==> src/rtl/core/oit_ram.sv <==
// Generic single-write, single-read RAM with registered read data.
module oit_ram #(
    parameter int WIDTH = 8,
    parameter int DEPTH = 16
) (
    input  logic                     i_clk,
    input  logic                     i_we,
    input  logic [$clog2(DEPTH)-1:0] i_waddr,
    input  logic [WIDTH-1:0]         i_wdata,
    input  logic [$clog2(DEPTH)-1:0] i_raddr,
    output logic [WIDTH-1:0]         o_rdata
);

    logic [WIDTH-1:0] r_mem [DEPTH];
    logic [WIDTH-1:0] r_rdata;

    always_ff @(posedge i_clk) begin
        if (i_we) begin
            r_mem[i_waddr] <= i_wdata;
        end
        r_rdata <= r_mem[i_raddr];
    end

    assign o_rdata = r_rdata;

endmodule

==> config.mk <==
export PLATFORM = sky130hd
export DESIGN_NAME = oit_ram
export DESIGN_NICKNAME = d
export VERILOG_FILES = /design/src/rtl/core/oit_ram.sv
export SDC_FILE = /design/constraint.sdc
export NUM_CORES = 1
export LEC_CHECK = 0
export BUFFER_PORTS_ARGS = -buffer_cell sky130_fd_sc_hd__buf_2
export CAP_MARGIN = 0
export CORE_MARGIN = 2
export CORE_UTILIZATION = 30
export CTS_CLUSTER_DIAMETER = 50
export DETAILED_ROUTE_END_ITERATION = 8
export SYNTH_ARGS = -nofsm -noshare
export SYNTH_HDL_FRONTEND = slang
export SYNTH_SLANG_ARGS = --single-unit
==> constraint.sdc <==
create_clock -name i_clk -period 3.8 [get_ports i_clk]
set_input_delay 0.76 -clock i_clk [delete_from_list [all_inputs] [get_ports i_clk]]
set_output_delay 0.76 -clock i_clk [all_outputs]
set_load 0.005 [all_outputs]
==> results of run 1 <==
[flip-flops by register name, summed over array words and instances (netlist names)]
signal / count
o_rdata: 8
r_mem: 128
[path summary, 6_finish.rpt]
check / start / end / slack [ns] / cells after the start
max: i_raddr[0] / o_rdata[1] / 1.54 / 5
max reg2reg: r_mem[6][1] / o_rdata[1] / 2.42 / 3
min reg2reg: r_mem[12][2] / o_rdata[2] / 0.67 / 3
min: r_mem[12][2] / o_rdata[2] / 0.67 / 3
[layout make-up]
type | instances | area, sq um
Fill cell | 1559 | 10700
Sequential cell | 136 | 4000
Multi-Input combinational cell | 83 | 1060
Clock buffer | 28 | 497
Tap cell | 220 | 275
Timing Repair Buffer | 30 | 163
Clock inverter | 4 | 45.0
[power groups by stage]
stage / clock [W] / combinational, W / sequential [W]
after floorplan: 0 / 0.0000851 / 0.00172
after global placement: 0 / 0.000145 / 0.00172
after detailed placement: 0 / 0.000149 / 0.00172
after CTS: 0.00153 / 0.000149 / 0.00169
after global routing: 0.00158 / 0.000161 / 0.00169
final: 0.00151 / 0.000146 / 0.00169
[cell families (layout without fill, tap and decap cells)]
| group | Yosys count | count (layout) |
|---|---|---|
| simple gates | 35 | 35 |
| mux | 32 | 32 |
| compound gates | 16 | 16 |
| flops | 136 | 136 |
| buf+inv | 10 | 62 |
[cells in the final DEF, fill, tap and decap left out, drive strengths merged]
cell type,netlist,layout
mux4,32,32
and2b,1,1
nor3,4,4
clkbuf,0,28
clkinv,0,3
nand3b,2,2
nor2,13,13
and2,1,1
a22oi,16,16
edfxtp,128,128
nand2,9,9
nand2b,2,2
buf,7,30
bufinv,0,1
nand3,1,1
dfxtp,8,8
nor2b,1,1
or3b,1,1
[tightest hold or removal path: stages (launching register included)]
cell	delay (ns)
edfxtp_1	0.32
mux4_2	0.22
a22oi_1	0.05
nand2_1	0.05
[per-stage QoR]
stage               cell area [sq um]  cells  setup slack, ns
floorplan                        5150    229             1.55
global placement                 5500    469             1.05
detailed placement               5500    469             1.04
CTS                              6040    501             1.48
global route                     6040    501             1.40
finish                           6040    501             1.54
[per-layer routing]
metal / track usage [%] / routed length [um] / part of all wire (%)
met3: 3.90 / 638 / 6.4
met1: 15.3 / 4370 / 44
met4: 5.09 / 237 / 2.4
met2: 18.1 / 4750 / 47
met5: 0 / 13 / 0.13
==> impl_results.md, run 1 <==
- Post-DR wirelength/cell: 20.0 um
- Share of cells above drive strength 1: 26.0%
- Leak: 1.99 nW
- CP top delay family: buffers and inverters
- Initial core utilization: 30.8%
- Ant. Diodes: 0
- Nets: 286
- Main combinational cell family by area after synthesis: multiplexers
- Routed WL: 10,000 um
- Hold-fix buffers, CTS: 0
- Clock power frac: 45.1%
- Dominant synthesized flop cell: edfxtp_1
- Sw Share: 19.6%
- PD cells: 554 mW/mm^2
- First-pass GRT wire length: 15,300 um
- Xor/xnor share of the synthesized area: 0%
- Die width: 135 um
- GRT overflow: 0
- Via density: 4.76
- Die H: 135 um
- Worst path bufs/invs: 2
- Crit path capture type: register
- Synth Register Bits: 136
- Synth unique cells: 19
- HP Class: reg -> reg
- CP Data Arrival Time: 2.56 ns
- Most common cell in the netlist: edfxtp_1
- GPL Wtd Cong: 0.719
- Largest stage delay, worst path: 0.60 ns
- CTS buffer count: 17
- Kind of critical path: in -> reg
- Tot Pwr: 0.00334 W
- Initial DRT Pass Iterations: 4
- Worst-path fanout max: 21
- Post-synthesis compound-gate area fraction: 2.33%
- Sequential share of power: 50.5%
- Slowest CP cell: mux4_1
- Clk buf depth: 2
- H-tree depth: 4
- Root buffer cell: clkbuf_16
- Sequential cell area fraction in the yosys report: 77.8%
- Max Clk Rate: 443 MHz
- Core box area: 0.0167 sq mm
- Switching Power: 0.000657 W
- Post-CTS Setup Inserts: 0
- Ports: 26
- Synthesized area per cell: 22.5 sq um
- Fin Clk Skew: 0.00959 ns
- Mapped Area: 0.00515 sq mm
- Final period util: 59.4%
- Top cells by area, synth: edfxtp_1 75%, mux4_2 7.9%, mux4_1 7.1%, dfxtp_1 3.1%, a22oi_1 2.3%
- Clk sinks: 136
- Asr flop ratio synth: 0%
- Logic pwr share: 4.4%
- Clock slew at reported path FFs: 0.06 ns
- 1st-iter DRT viols: 259
- Synth cell count leaders: 128 x edfxtp_1, 18 x mux4_2, 16 x a22oi_1
- Slew HR: 30.8%
- Antenna violations before repair: 1
- Setup tns final: 0 ns
- Worst Path Required: 4.10 ns
- Final setup viols: 0
- Layout area overhead: 17.4%
- Post-Syn Instances: 229
- Largest net degree at the start of global routing: 33
- DIE AREA: 0.0182 sq mm
- Critical path cell sequence: buf_2, buf_4, mux4_1, a22oi_1, nand2_1
- Final Hold Violating Endpoints: 0
- Util after Layout: 36.2%
- Yosys warnings: 0
- Synth Area in Simple Gates: 3.18%
- Num rows: 47
- Max-Cap Viols: 0
- Adder-Cell Fraction of Synth Area: 0%
- DP HPWL: 6280 um
- Synth top area share: 74.7%
- Tmin final: 2.26 ns
- EDFF count, synth: 128
- Slew @ Worst Pin: 1.03 ns
- Via count: 2,387
- CTS tree: built
- Hold_ws: 0.672 ns
- RSZ-0062 raised after global routing: false
- Final Slew Violations: 0
- Final ANT Viol Nets: 0
- Startpoint Class: primary input
- Post-synth top area cell: edfxtp_1
- VDD IR max: 0.000317 V
- Internal Power: 0.00269 W
- PortBufs: 25
- # DRC: 0
- Status: finished clean
- # resized after CTS: 0
- Clock Latency Late Sink: 0.41 ns
- Vias in the first global route: 2,484
- GRT Util Overall: 11.8%
- Synth Net Count: 247
- Post-synthesis mux area share: 15.0%
Power figures use the tool's default switching activity.
==> run 2: changes to the inputs <==
==> constraint.sdc (replaced) <==
create_clock -name i_clk -period 2.04 [get_ports i_clk]
set_input_delay 0.408 -clock i_clk [delete_from_list [all_inputs] [get_ports i_clk]]
set_output_delay 0.408 -clock i_clk [all_outputs]
set_load 0.005 [all_outputs]
==> impl_results.md, run 2 (same netlist as run 1, synthesis figures left out) <==
- Status: finished clean
- Critical path cell sequence: buf_2, buf_4, mux4_1, a22oi_1, nand2_1
- Min-delay src: i_wdata[4]
- Final setup viols: 0 (unchanged)
- Placed insts: 490 (+4.5%)
- PortBufs: 25 (unchanged)
- Post-CTS Setup Inserts: 0 (unchanged)
- Vias in the first global route: 2,538 (+2.2%)
- GRT Util Overall: 12.1% (+0.30 points)
- Reg-to-Reg Start: r_mem[1][7]
- Ports: 26 (unchanged)
- Sink of the worst hold path: r_mem[4][4]
- Worst path bufs/invs: 2 (unchanged)
- Clock Latency Late Sink: 0.42 ns (about the same)
- Core box area: 0.0167 sq mm (unchanged)
- Largest stage delay, worst path: 0.60 ns (about the same)
- Slowest CP cell: mux4_1
- Antenna violations before repair: 0 (-1)
- Worst reg2reg path depth: 3 (unchanged)
- DP HPWL: 6700 um (+6.7%)
- GRT overflow: 0 (unchanged)
- CTS buffer count: 17 (unchanged)
- Clock slew at reported path FFs: 0.06 ns (about the same)
- Routed WL: 10,100 um (+0.70%)
- DIE AREA: 0.0182 sq mm (unchanged)
- Leak: 2.14 nW (+7.5%)
- Via density: 4.65 (-2.4%)
- HP Class: in -> reg
- Via count: 2,428 (+1.7%)
- Final Slew Violations: 0 (unchanged)
- DP Area: 0.00567 sq mm (+3.1%)
- Max-Cap Viols: 0 (unchanged)
- Startpoint Class: primary input
- Crit path depth: 5 (unchanged)
- Final ANT Viol Nets: 0 (unchanged)
- # resized after CTS: 0 (unchanged)
- Setup tns final: 0 ns (unchanged)
- Layout area overhead: 22.3%
- Kind of critical path: in -> reg
- Final Hold Violating Endpoints: 0 (unchanged)
- Most common cell after layout, fill and taps aside: edfxtp_1
- Worst Path Required: 2.34 ns (-1.76 ns)
- Slew HR: 72.4% (+42 points)
- Post-DR wirelength/cell: 19.3 um (-3.4%)
- CP Data Arrival Time: 1.77 ns (-0.79 ns)
- Root buffer cell: clkbuf_16
- Worst r2r dst: o_rdata[7]
- Crit path capture type: register
- Commonest non-fill, non-tap cells in the layout: 128 x edfxtp_1, 25 x buf_2, 25 x buf_4, 18 x mux4_2, 17 x clkbuf_16
- Util after Layout: 37.7% (+1.5 points)
- Largest net degree at the start of global routing: 17 (-48%)
- Hold-fix buffers, CTS: 0 (unchanged)
- Share of cells above drive strength 1: 33.4% (+7.5 points)
- H-tree depth: 4 (unchanged)
- Max reg flops: 128 (unchanged)
- Final Cell Area: 0.00630 sq mm (+4.2%)
- Register bank with the most flops: r_mem
- Num rows: 47 (unchanged)
- Nets: 307 (+7.3%)
- # DRC: 0 (unchanged)
- CTS tree: built
- Initial core utilization: 30.8% (unchanged)
- Die width: 135 um (unchanged)
- Final period util: 72.2%
- Fin Clk Skew: 0.0133 ns (+0.00367 ns)
- 1st-iter DRT viols: 200 (-23%)
- PD cells: 1050 mW/mm^2 (+89%)
- Die H: 135 um (unchanged)
- CP top delay family: multiplexers
- Initial DRT Pass Iterations: 5 (+1)
- Max Clk Rate: 679 MHz
- Slew @ Worst Pin: 0.413 ns (-0.620 ns)
- Worst-path fanout max: 13 (-38%)
- First-pass GRT wire length: 15,500 um (+1.8%)
- Final cell count without fillers: 522 (+4.2%)
- Ant. Diodes: 0 (unchanged)
- Clk sinks: 136 (unchanged)
- RSZ-0062 raised after global routing: false
- GPL Wtd Cong: 0.769 (+6.9%)
- Reg-to-reg slack, setup: 0.63 ns (-1.79 ns)
- VDD IR max: 0.000525 V (+66%)
- Tmin final: 1.47 ns
- Clk buf depth: 2 (unchanged)
- Worst Hold Depth: 1 (-2)
==> run 2: changes by cell type in the layout (fill, tap and decap cells not counted), sizes merged <==
cell	delta
buf	+21
clkinv	+5
inv	+1
clkinvlp	+2
clkbuf	-11
bufinv	+3
==> run 2: worst max path at each step <==
stage                        endpoint       start
after CTS                  o_rdata[3]  i_raddr[0]
after global routing       o_rdata[3]  i_raddr[0]
after global placement     o_rdata[3]  i_raddr[0]
final                      o_rdata[3]  i_raddr[0]
after floorplan           r_mem[0][0]  i_waddr[2]
after detailed placement   o_rdata[3]  i_raddr[0]
==> run 2: cell type report <==
cell class                 count  area [sq um]
clock buffer                  17           425
fill                        1527         10400
multi-input combinational     83          1060
tap                          220           275
clock inverter                15           201
timing repair buffer          51           333
sequential                   136          4000
==> run 2: routing by layer <==
metal | vias to the layer above | track usage, % | wire length, um
met5 | - | 0 | 0
met2 | 69 | 18.2 | 4900
met1 | 1255 | 16.0 | 4580
met4 | 0 | 5.67 | 121
met3 | 10 | 3.79 | 487
li1 | 1094 | - | -
==> run 2: power by group <==
part,internal [W],leakage [nW],switching [W]
Clock,0.00205,0.301,0.00112
Combinational,0.000131,0.611,0.000162
Sequential,0.00312,1.22,0.0000161
Total,0.00530,2.14,0.00130
==> run 2: worst register-to-register path: cells and delay by family, from the launching register on <==
family,cells,cell delay [ns]
AO/OA/AOI/OAI,1,0.36
flip-flops,1,0.36
multiplexers,1,0.46
AND/OR/NAND/NOR,1,0.09
==> run 2: through the flow <==
stage | setup slack, ns | hold WS, ns | power [W]
finish | 0.568 | 0.379 | 0.00660
global route | 0.503 | 0.395 | 0.00681
CTS | 0.587 | 0.370 | 0.00667
detailed placement | 0.150 | 0.656 | 0.00350
global placement | 0.161 | 0.655 | 0.00349
floorplan | 0.139 | 0.507 | 0.00336
