<file path="src/rtl/core/oit_pkg.sv">
// Shared types, codes and sizes of the off-CPU interval tracker.
package oit_pkg;

    localparam int TABLE_ENTRIES = 64;
    localparam int IDX_W         = $clog2(TABLE_ENTRIES);

    localparam logic [1:0] REQ_SWITCH_OUT = 2'd0;
    localparam logic [1:0] REQ_SWITCH_IN  = 2'd1;
    localparam logic [1:0] REQ_WAKEUP     = 2'd2;
    localparam logic [1:0] REQ_EXIT       = 2'd3;

    localparam logic [3:0] ST_IGNORED     = 4'd0;
    localparam logic [3:0] ST_TRACKED     = 4'd1;
    localparam logic [3:0] ST_BLOCKED_EMIT = 4'd2;
    localparam logic [3:0] ST_RUNQ_EMIT   = 4'd3;
    localparam logic [3:0] ST_BELOW_MIN   = 4'd4;
    localparam logic [3:0] ST_ABOVE_MAX   = 4'd5;
    localparam logic [3:0] ST_CTX_ERROR   = 4'd6;
    localparam logic [3:0] ST_TABLE_FULL  = 4'd7;
    localparam logic [3:0] ST_CLEANED_UP  = 4'd8;
    localparam logic [3:0] ST_SUPPRESSED  = 4'd9;

    localparam logic [1:0] CFG_METRIC_MODE  = 2'd0;
    localparam logic [1:0] CFG_MIN_DURATION = 2'd1;
    localparam logic [1:0] CFG_MAX_DURATION = 2'd2;

    localparam logic [1:0] MM_BOTH    = 2'd0;
    localparam logic [1:0] MM_BLOCKED = 2'd1;

    localparam logic KIND_BLOCKED = 1'b0;
    localparam logic KIND_RUNQ    = 1'b1;

    localparam logic [1:0] FLG_PREEMPTED = 2'b01;
    localparam logic [1:0] FLG_YIELDED   = 2'b10;

    localparam logic [63:0] MIN_DURATION_RST = 64'd1000000;
    localparam logic [63:0] MAX_DURATION_RST = 64'd0;

    typedef struct packed {
        logic [1:0]  req_type;
        logic [63:0] task_key;
        logic [63:0] event_time;
        logic        preempted;
        logic        still_running;
        logic        task_eligible;
        logic        context_ok;
        logic [31:0] context_tag;
        logic [7:0]  cpu_id;
    } t_req;

    typedef struct packed {
        logic [3:0]  status;
        logic        event_valid;
        logic        event_kind;
        logic [2:0]  event_flags;
        logic [63:0] interval_start;
        logic [63:0] interval_end;
        logic [63:0] interval_length;
        logic [31:0] out_context;
        logic [7:0]  out_cpu;
    } t_res;

    typedef struct packed {
        logic        phase;
        logic [1:0]  flags;
        logic [63:0] start_time;
        logic [31:0] ctx_tag;
    } t_entry;

    typedef struct packed {
        logic [1:0]  metric_mode;
        logic [63:0] min_duration;
        logic [63:0] max_duration;
    } t_cfg;

    typedef struct packed {
        logic             hit;
        logic [IDX_W-1:0] hit_idx;
        logic             free;
        logic [IDX_W-1:0] free_idx;
    } t_lookup;

    typedef struct packed {
        logic             set;
        logic             clr;
        logic [IDX_W-1:0] idx;
        logic [63:0]      key;
    } t_tag_wr;

endpackage

</file>
<file path="src/rtl/core/oit_close.sv">
// Interval close: kind filter, duration limits and result fields.
module oit_close (
    input  oit_pkg::t_entry i_entry,
    input  oit_pkg::t_req   i_req,
    input  oit_pkg::t_cfg   i_cfg,
    input  logic            i_kind,
    input  logic            i_missed,
    output oit_pkg::t_res   o_res
);
    import oit_pkg::*;

    logic        kind_en;
    logic [63:0] len;

    always_comb begin
        case (i_cfg.metric_mode)
            MM_BOTH:    kind_en = 1'b1;
            MM_BLOCKED: kind_en = (i_kind == KIND_BLOCKED);
            default:    kind_en = (i_kind == KIND_RUNQ);
        endcase
    end

    assign len = i_req.event_time - i_entry.start_time;

    always_comb begin
        o_res = '0;
        if (!kind_en || (i_req.event_time <= i_entry.start_time)) begin
            o_res.status = ST_SUPPRESSED;
        end else if (len < i_cfg.min_duration) begin
            o_res.status = ST_BELOW_MIN;
        end else if ((i_cfg.max_duration != '0) && (len > i_cfg.max_duration)) begin
            o_res.status = ST_ABOVE_MAX;
        end else begin
            o_res.status          = (i_kind == KIND_BLOCKED) ? ST_BLOCKED_EMIT : ST_RUNQ_EMIT;
            o_res.event_valid     = 1'b1;
            o_res.event_kind      = i_kind;
            o_res.event_flags     = {i_missed, i_entry.flags};
            o_res.interval_start  = i_entry.start_time;
            o_res.interval_end    = i_req.event_time;
            o_res.interval_length = len;
            o_res.out_context     = i_entry.ctx_tag;
            o_res.out_cpu         = i_req.cpu_id;
        end
    end

endmodule

</file>
<file path="config.mk">
export PLATFORM = sky130hd
export DESIGN_NAME = oit_close
export DESIGN_NICKNAME = d
export VERILOG_FILES = /design/src/rtl/core/oit_pkg.sv /design/src/rtl/core/oit_close.sv
export SDC_FILE = /design/constraint.sdc
export NUM_CORES = 1
export LEC_CHECK = 0
export BUFFER_PORTS_ARGS = -buffer_cell sky130_fd_sc_hd__buf_2
export CAP_MARGIN = 10
export CORE_AREA = 2 2 253 255
export DETAILED_ROUTE_END_ITERATION = 7
export DIE_AREA = 0 0 255 257
export MAX_ROUTING_LAYER = met4
export SETUP_SLACK_MARGIN = 0.3
export SLEW_MARGIN = 25
export SYNTH_ARGS = -nofsm -noshare
export SYNTH_HDL_FRONTEND = slang
export SYNTH_SLANG_ARGS = --single-unit
</file>
<file path="constraint.sdc">
create_clock -name vclk -period 8.5
set_input_delay 1.7 -clock vclk [all_inputs]
set_output_delay 1.7 -clock vclk [all_outputs]
set_load 0.02 [all_outputs]
</file>
==> metrics, run 1 <==
GRT Util Overall 0.179; Compound-Gate Fraction of Synth Area 0.254; CP peak stage delay 0.56 ns; Setup Viol. Count Final 240; RSZ-0062 raised after global routing true; share of layout cells above drive strength 1 0.500; placer congestion estimate 0.897; design area 18100 sq um; drt initial violations 644; final-layout clock buffer total 0; status finished with violations; Net Sw Power 833 uW; post-synthesis cell type count 64; Synth Area in Adders 0.264; dominant cell by count in the synthesized netlist inv_1; CP max-delay cell or4_1; worst-path maximum fanout 9; Arr. time, crit path 7.40 ns; Ports 646; max frequency 110 MHz; Worst Hold Class in -> out; Syn. warnings 0; critical path type in -> out; placed cell areas 15400 sq um; IO buf count 543; antenna-violating nets left 0; sequential share of power 0; # nets final 2909; Post-Syn Area 9150 sq um; Final Hold Fails 0; Leakage 9.95 nW; WL final 61.3 mm; maxcap violations 0; largest area contributor in the netlist ha_1; failing checks setup timing; Synth top cells by count 212 x inv_1, 191 x ha_1, 170 x and2_1; Synth Instances 1401; Startpoint Class input port; drt pass-1 iters 6; routed len/inst 19.3 um; sequential cell area 0 sq um; Power Internal 801 uW; hpwl dp 49.6 mm; DRC violations left 0; routed vias 13400; chip height 257 um; Final Cycle Share 1.07; starting density of the core 0.146; Worst VDD drop 0.0437 mV; Rel. slew slack 0.244; row count 92; fill cell count 6757; synth top area cells ha_1 26%, and2_1 12%, inv_1 8.7%, a21oi_1 6.7%, a21o_1 5.2%; Hold WS 3.70 ns; final worst slack -0.598 ns; Sw Ratio 0.510; seq_cells 0; worst setup path end o_res[157]; syn_nets 1998; die area 65500 sq um; Area growth syn-to-layout 98.3%; WP data required 6.80 ns; crit path launch i_req[44]; mux contribution to synthesized area 0.00328; largest net degree at the start of global routing 37; post-synthesis xor/xnor area fraction 0.0536; total gr overflow 0; Tmin final 9.10 ns; Slew @ Worst Pin 1.12 ns; Core Region 62700 sq um; vias in the first global route 13500; via density per instance 4.22; Post-Syn Area per Cell 6.53 sq um; setup tns final -121.75 ns; fin. max-slew vios 0; sequential area share after synthesis 0; Die X 255 um; Layout Utilization 0.289; cell mode on critical path buf_4; Clock power frac 0; PwrDens 90.1 nW/um^2; combinational power share 1.000; first-pass GRT wire length 84.4 mm; largest family of logic cells by synthesized area simple AND/OR/NAND/NOR gates; initial antenna violation count 20; post-synth top area share 0.261; Post-Synth Simple-Gate Area 0.299; CP endpoint kind primary output
how the worst min path moves through the flow:
stage / startpoint / endpoint / slack (ns) / cells past startpoint
floorplan: i_req[44] / o_res[104] / 3.54 / 2
global placement: i_entry[6] / o_res[14] / 3.72 / 3
detailed placement: i_req[5] / o_res[5] / 3.72 / 3
CTS: i_req[2] / o_res[2] / 3.70 / 3
global route: i_entry[0] / o_res[8] / 3.71 / 3
finish: i_entry[1] / o_res[9] / 3.70 / 3
cells in the final DEF, fill, tap and decap left out, types with 10 or more instances in the layout:
cell / synthesis / routed
a21oi_1: 123 / 118
o21bai_1: 15 / 15
o21ai_0: 67 / 59
buf_16: 0 / 20
a21o_1: 63 / 63
ha_1: 191 / 188
and2_1: 170 / 41
buf_12: 0 / 12
nand4_1: 44 / 44
xor2_1: 24 / 23
and2_4: 0 / 129
buf_2: 6 / 359
nor2b_1: 14 / 14
o21a_1: 10 / 10
diode_2: 0 / 16
xnor2_1: 32 / 31
a31oi_1: 12 / 11
buf_6: 17 / 140
nor4_1: 26 / 23
nor2_1: 116 / 111
inv_1: 212 / 210
nand3_1: 17 / 16
buf_4: 2 / 423
nand2_1: 80 / 78
o211ai_1: 10 / 10
cell type report:
cell class | instances | area, sq um | area share
Tap cell | 846 | 1060 | 0.0584
Timing Repair Buffer | 965 | 7570 | 0.418
Antenna cell | 16 | 40.0 | 0.00221
Multi-Input combinational cell | 1132 | 8660 | 0.477
Inverter | 213 | 810 | 0.0446
metrics by stage:
stage                     setup WS, ns  total power, mW  std cells
after floorplan                  0.166            0.690       1401
after global placement           -1.11             1.36       3101
after detailed placement         -1.31             1.37       3101
after CTS                       -0.586             1.58       3145
after global routing            -0.930             1.78       3171
final                           -0.598             1.63       3172
power by group through the flow:
stage | registers, mW | logic, mW | clock network, mW
2_1_floorplan | 0 | 0.690 | 0
5_1_grt | 0 | 1.78 | 0.000000236
3_5_place_dp | 0 | 1.37 | 0
4_1_cts | 0 | 1.58 | 0
6_report | 0 | 1.63 | 0.000000252
3_3_place_gp | 0 | 1.36 | 0
critical path: cells and delay by family:
kind            cells  cell delay (ns)
buf+inv            15             1.84
fa+ha+maj           3             0.64
compound gates      8             1.43
xor+xnor            1             0.11
simple gates        7             1.64
cell families (layout without fill, tap and decap cells):
logic type      after synthesis  in the layout
simple gates                516            516
compound gates              365            365
buf+inv                     269           1178
fa+ha+maj                   192            192
xor+xnor                     56             56
mux                           3              3
other cells                   0             16
per-layer routing:
metal | track usage | vias to the layer above | share of wire
met5 | - | - | 0
met4 | 0.0234 | 0 | 0.015
met3 | 0.0204 | 51 | 0.056
met2 | 0.302 | 494 | 0.47
met1 | 0.234 | 6131 | 0.46
li1 | - | 6716 | -
timing repair:
item / CTS / global route
hold buffers: 0 / 0
setup endpoints to repair: 240 / 240
buffers inserted: 26 / 3
resized for setup: 443 / 120
pin swaps: 57 / 42
cloned: 18 / 8
(Power assumes the default switching activity.)
==> run 2: changes to the inputs <==
- CELL_PAD_IN_SITES_DETAIL_PLACEMENT: unset -> 0
- CELL_PAD_IN_SITES_GLOBAL_PLACEMENT: unset -> 1
- CORE_AREA: 2 2 253 255 -> 2 2 254 256
- DIE_AREA: 0 0 255 257 -> 0 0 256 258
- PLACE_DENSITY_LB_ADDON: unset -> 0.1
==> run 2 against run 1 <==
The run still ends with setup timing left. Global-route usage is 0.59 points lower. Utilization increased by 1.1 points. Critical endpoint is now o_res[27]. Sequential cell count unchanged. Wire length down 2.1%. Setup slack improved by 0.13 ns.
==> metrics, run 2 (synthesized netlist as in run 1, its figures left out) <==
WL final 60.0 mm (was 61.3 mm); maxcap violations 0 (unchanged); Final Cycle Share 1.05 (was 1.07); pre-CTS setup slack -1.36 ns (was -1.31 ns); Clock power frac 0 (about the same); Setup Viol. Count Final 238 (was 240); final worst slack -0.463 ns (was -0.598 ns); drt pass-1 iters 5 (was 6); max frequency 112 MHz (was 110 MHz); Leakage 10.0 nW (was 9.95 nW); status finished with violations (unchanged); placer congestion estimate 0.825 (was 0.897); final-layout clock buffer total 0 (unchanged); vias in the first global route 13600 (was 13500); Final Hold Fails 0 (unchanged); fill cell count 7039 (was 6757); Post-CTS Hold Buffers 0 (unchanged); Ports 646 (unchanged); routed vias 12900 (was 13400); PwrDens 85.8 nW/um^2 (was 90.1 nW/um^2); row count 93 (was 92); Tmin final 8.96 ns (was 9.10 ns); Sw Ratio 0.508 (was 0.510); Final Instance Count excl. Fillers 3161 (was 3172); CP max-delay cell or4_4 (was or4_1); antenna-violating nets left 0 (unchanged); fin. max-slew vios 0 (unchanged); worst-path maximum fanout 9 (unchanged); cell mode on critical path buf_6 (was buf_4); failing checks setup timing (unchanged); CP peak stage delay 0.46 ns (was 0.56 ns); placed insts 3106 (was 3101); Arr. time, crit path 7.26 ns (was 7.40 ns); Worst Hold Class in -> out (unchanged); Power Internal 805 uW (was 801 uW); chip height 258 um (was 257 um); share of layout cells above drive strength 1 0.529 (was 0.500); Area growth syn-to-layout 109% (was 98.3%); Worst VDD drop 0.0239 mV (was 0.0437 mV); GRT Util Overall 0.173 (was 0.179); Slew @ Worst Pin 1.03 ns (was 1.12 ns); Die X 256 um (was 255 um); critical path type in -> out (unchanged); initial antenna violation count 9 (was 20); area occupied by multi-input gates 9250 sq um (was 8660 sq um); sequential share of power 0 (about the same); # nets final 2899 (was 2909); Core Region 63600 sq um (was 62700 sq um); most frequent cells in the layout 396 x buf_4, 302 x buf_2, 214 x buf_6 (was 423 x buf_4, 359 x buf_2, 210 x inv_1); DRC violations left 0 (unchanged); routed len/inst 19.0 um (was 19.3 um); starting density of the core 0.144 (was 0.146); die area 66000 sq um (was 65500 sq um); Rel. slew slack 0.304 (was 0.244); design area 19100 sq um (was 18100 sq um); Net Sw Power 831 uW (was 833 uW); combinational power share 1.000 (about the same); IO buf count 543 (unchanged); sequential cell area 0 sq um (unchanged); WP data required 6.80 ns (about the same); CP endpoint kind primary output (unchanged); via density per instance 4.08 (was 4.22); commonest non-fill, non-tap cell in the layout buf_4 (unchanged); seq_cells 0 (unchanged); first-pass GRT wire length 85.2 mm (was 84.4 mm); total gr overflow 0 (unchanged); placed cell areas 15400 sq um (about the same); RSZ-0062 raised after global routing true (unchanged); largest net degree at the start of global routing 34 (was 37); Startpoint Class input port (unchanged); drt initial violations 373 (was 644); hpwl dp 51.4 mm (was 49.6 mm)
run 2: final cells by class:
| type | count | share of cell area |
|---|---|---|
| inverter | 213 | 0.0434 |
| multi-input combinational | 1132 | 0.485 |
| timing repair buffer | 955 | 0.414 |
| antenna | 6 | 0.000787 |
| tap | 855 | 0.0561 |
run 2: path summary, 6_finish.rpt:
check	from	end	slack, ns	cells after the start
max	i_req[44]	o_res[27]	-0.46	33
min	i_entry[9]	o_res[17]	3.70	3
run 2: through the flow:
stage / setup TNS, ns / hold slack [ns] / utilization / total power, mW
detailed placement: -306.17 / 3.72 / 0.242 / 1.37
global route: -148.86 / 3.71 / 0.300 / 1.81
CTS: -88.23 / 3.70 / 0.279 / 1.56
finish: -92.58 / 3.70 / 0.300 / 1.64
floorplan: 0 / 3.54 / - / 0.690
global placement: -285.22 / 3.72 / 0.242 / 1.36
run 2: worst max-delay path: cells and delay by family:
family	cells	cell delay [ns]
compound gates	10	1.85
buf+inv	13	1.47
simple gates	6	1.26
fa+ha+maj	3	0.81
xor+xnor	1	0.16
run 2: power groups by stage:
stage / Combinational, mW / Clock, mW / Sequential [mW]
2_1_floorplan: 0.690 / 0 / 0
4_1_cts: 1.56 / 0 / 0
5_1_grt: 1.81 / 0.0000000947 / 0
3_5_place_dp: 1.37 / 0 / 0
3_3_place_gp: 1.36 / 0 / 0
6_report: 1.64 / 0.0000000947 / 0
run 2: routing by layer:
layer,part of all wire,GRT usage,up-vias
met5,0,-,-
met1,0.49,0.235,5970
li1,-,-,6664
met3,0.025,0.0105,2
met2,0.48,0.298,253
met4,0.00058,0.00439,0
run 2: repair_timing:
action	4_1_cts	5_1_grt
gates cloned	11	11
endpoints found under the hold margin	0	0
setup buffers	18	9
setup endpoints to repair	240	240
gates resized for setup	568	279
pin swaps	62	52
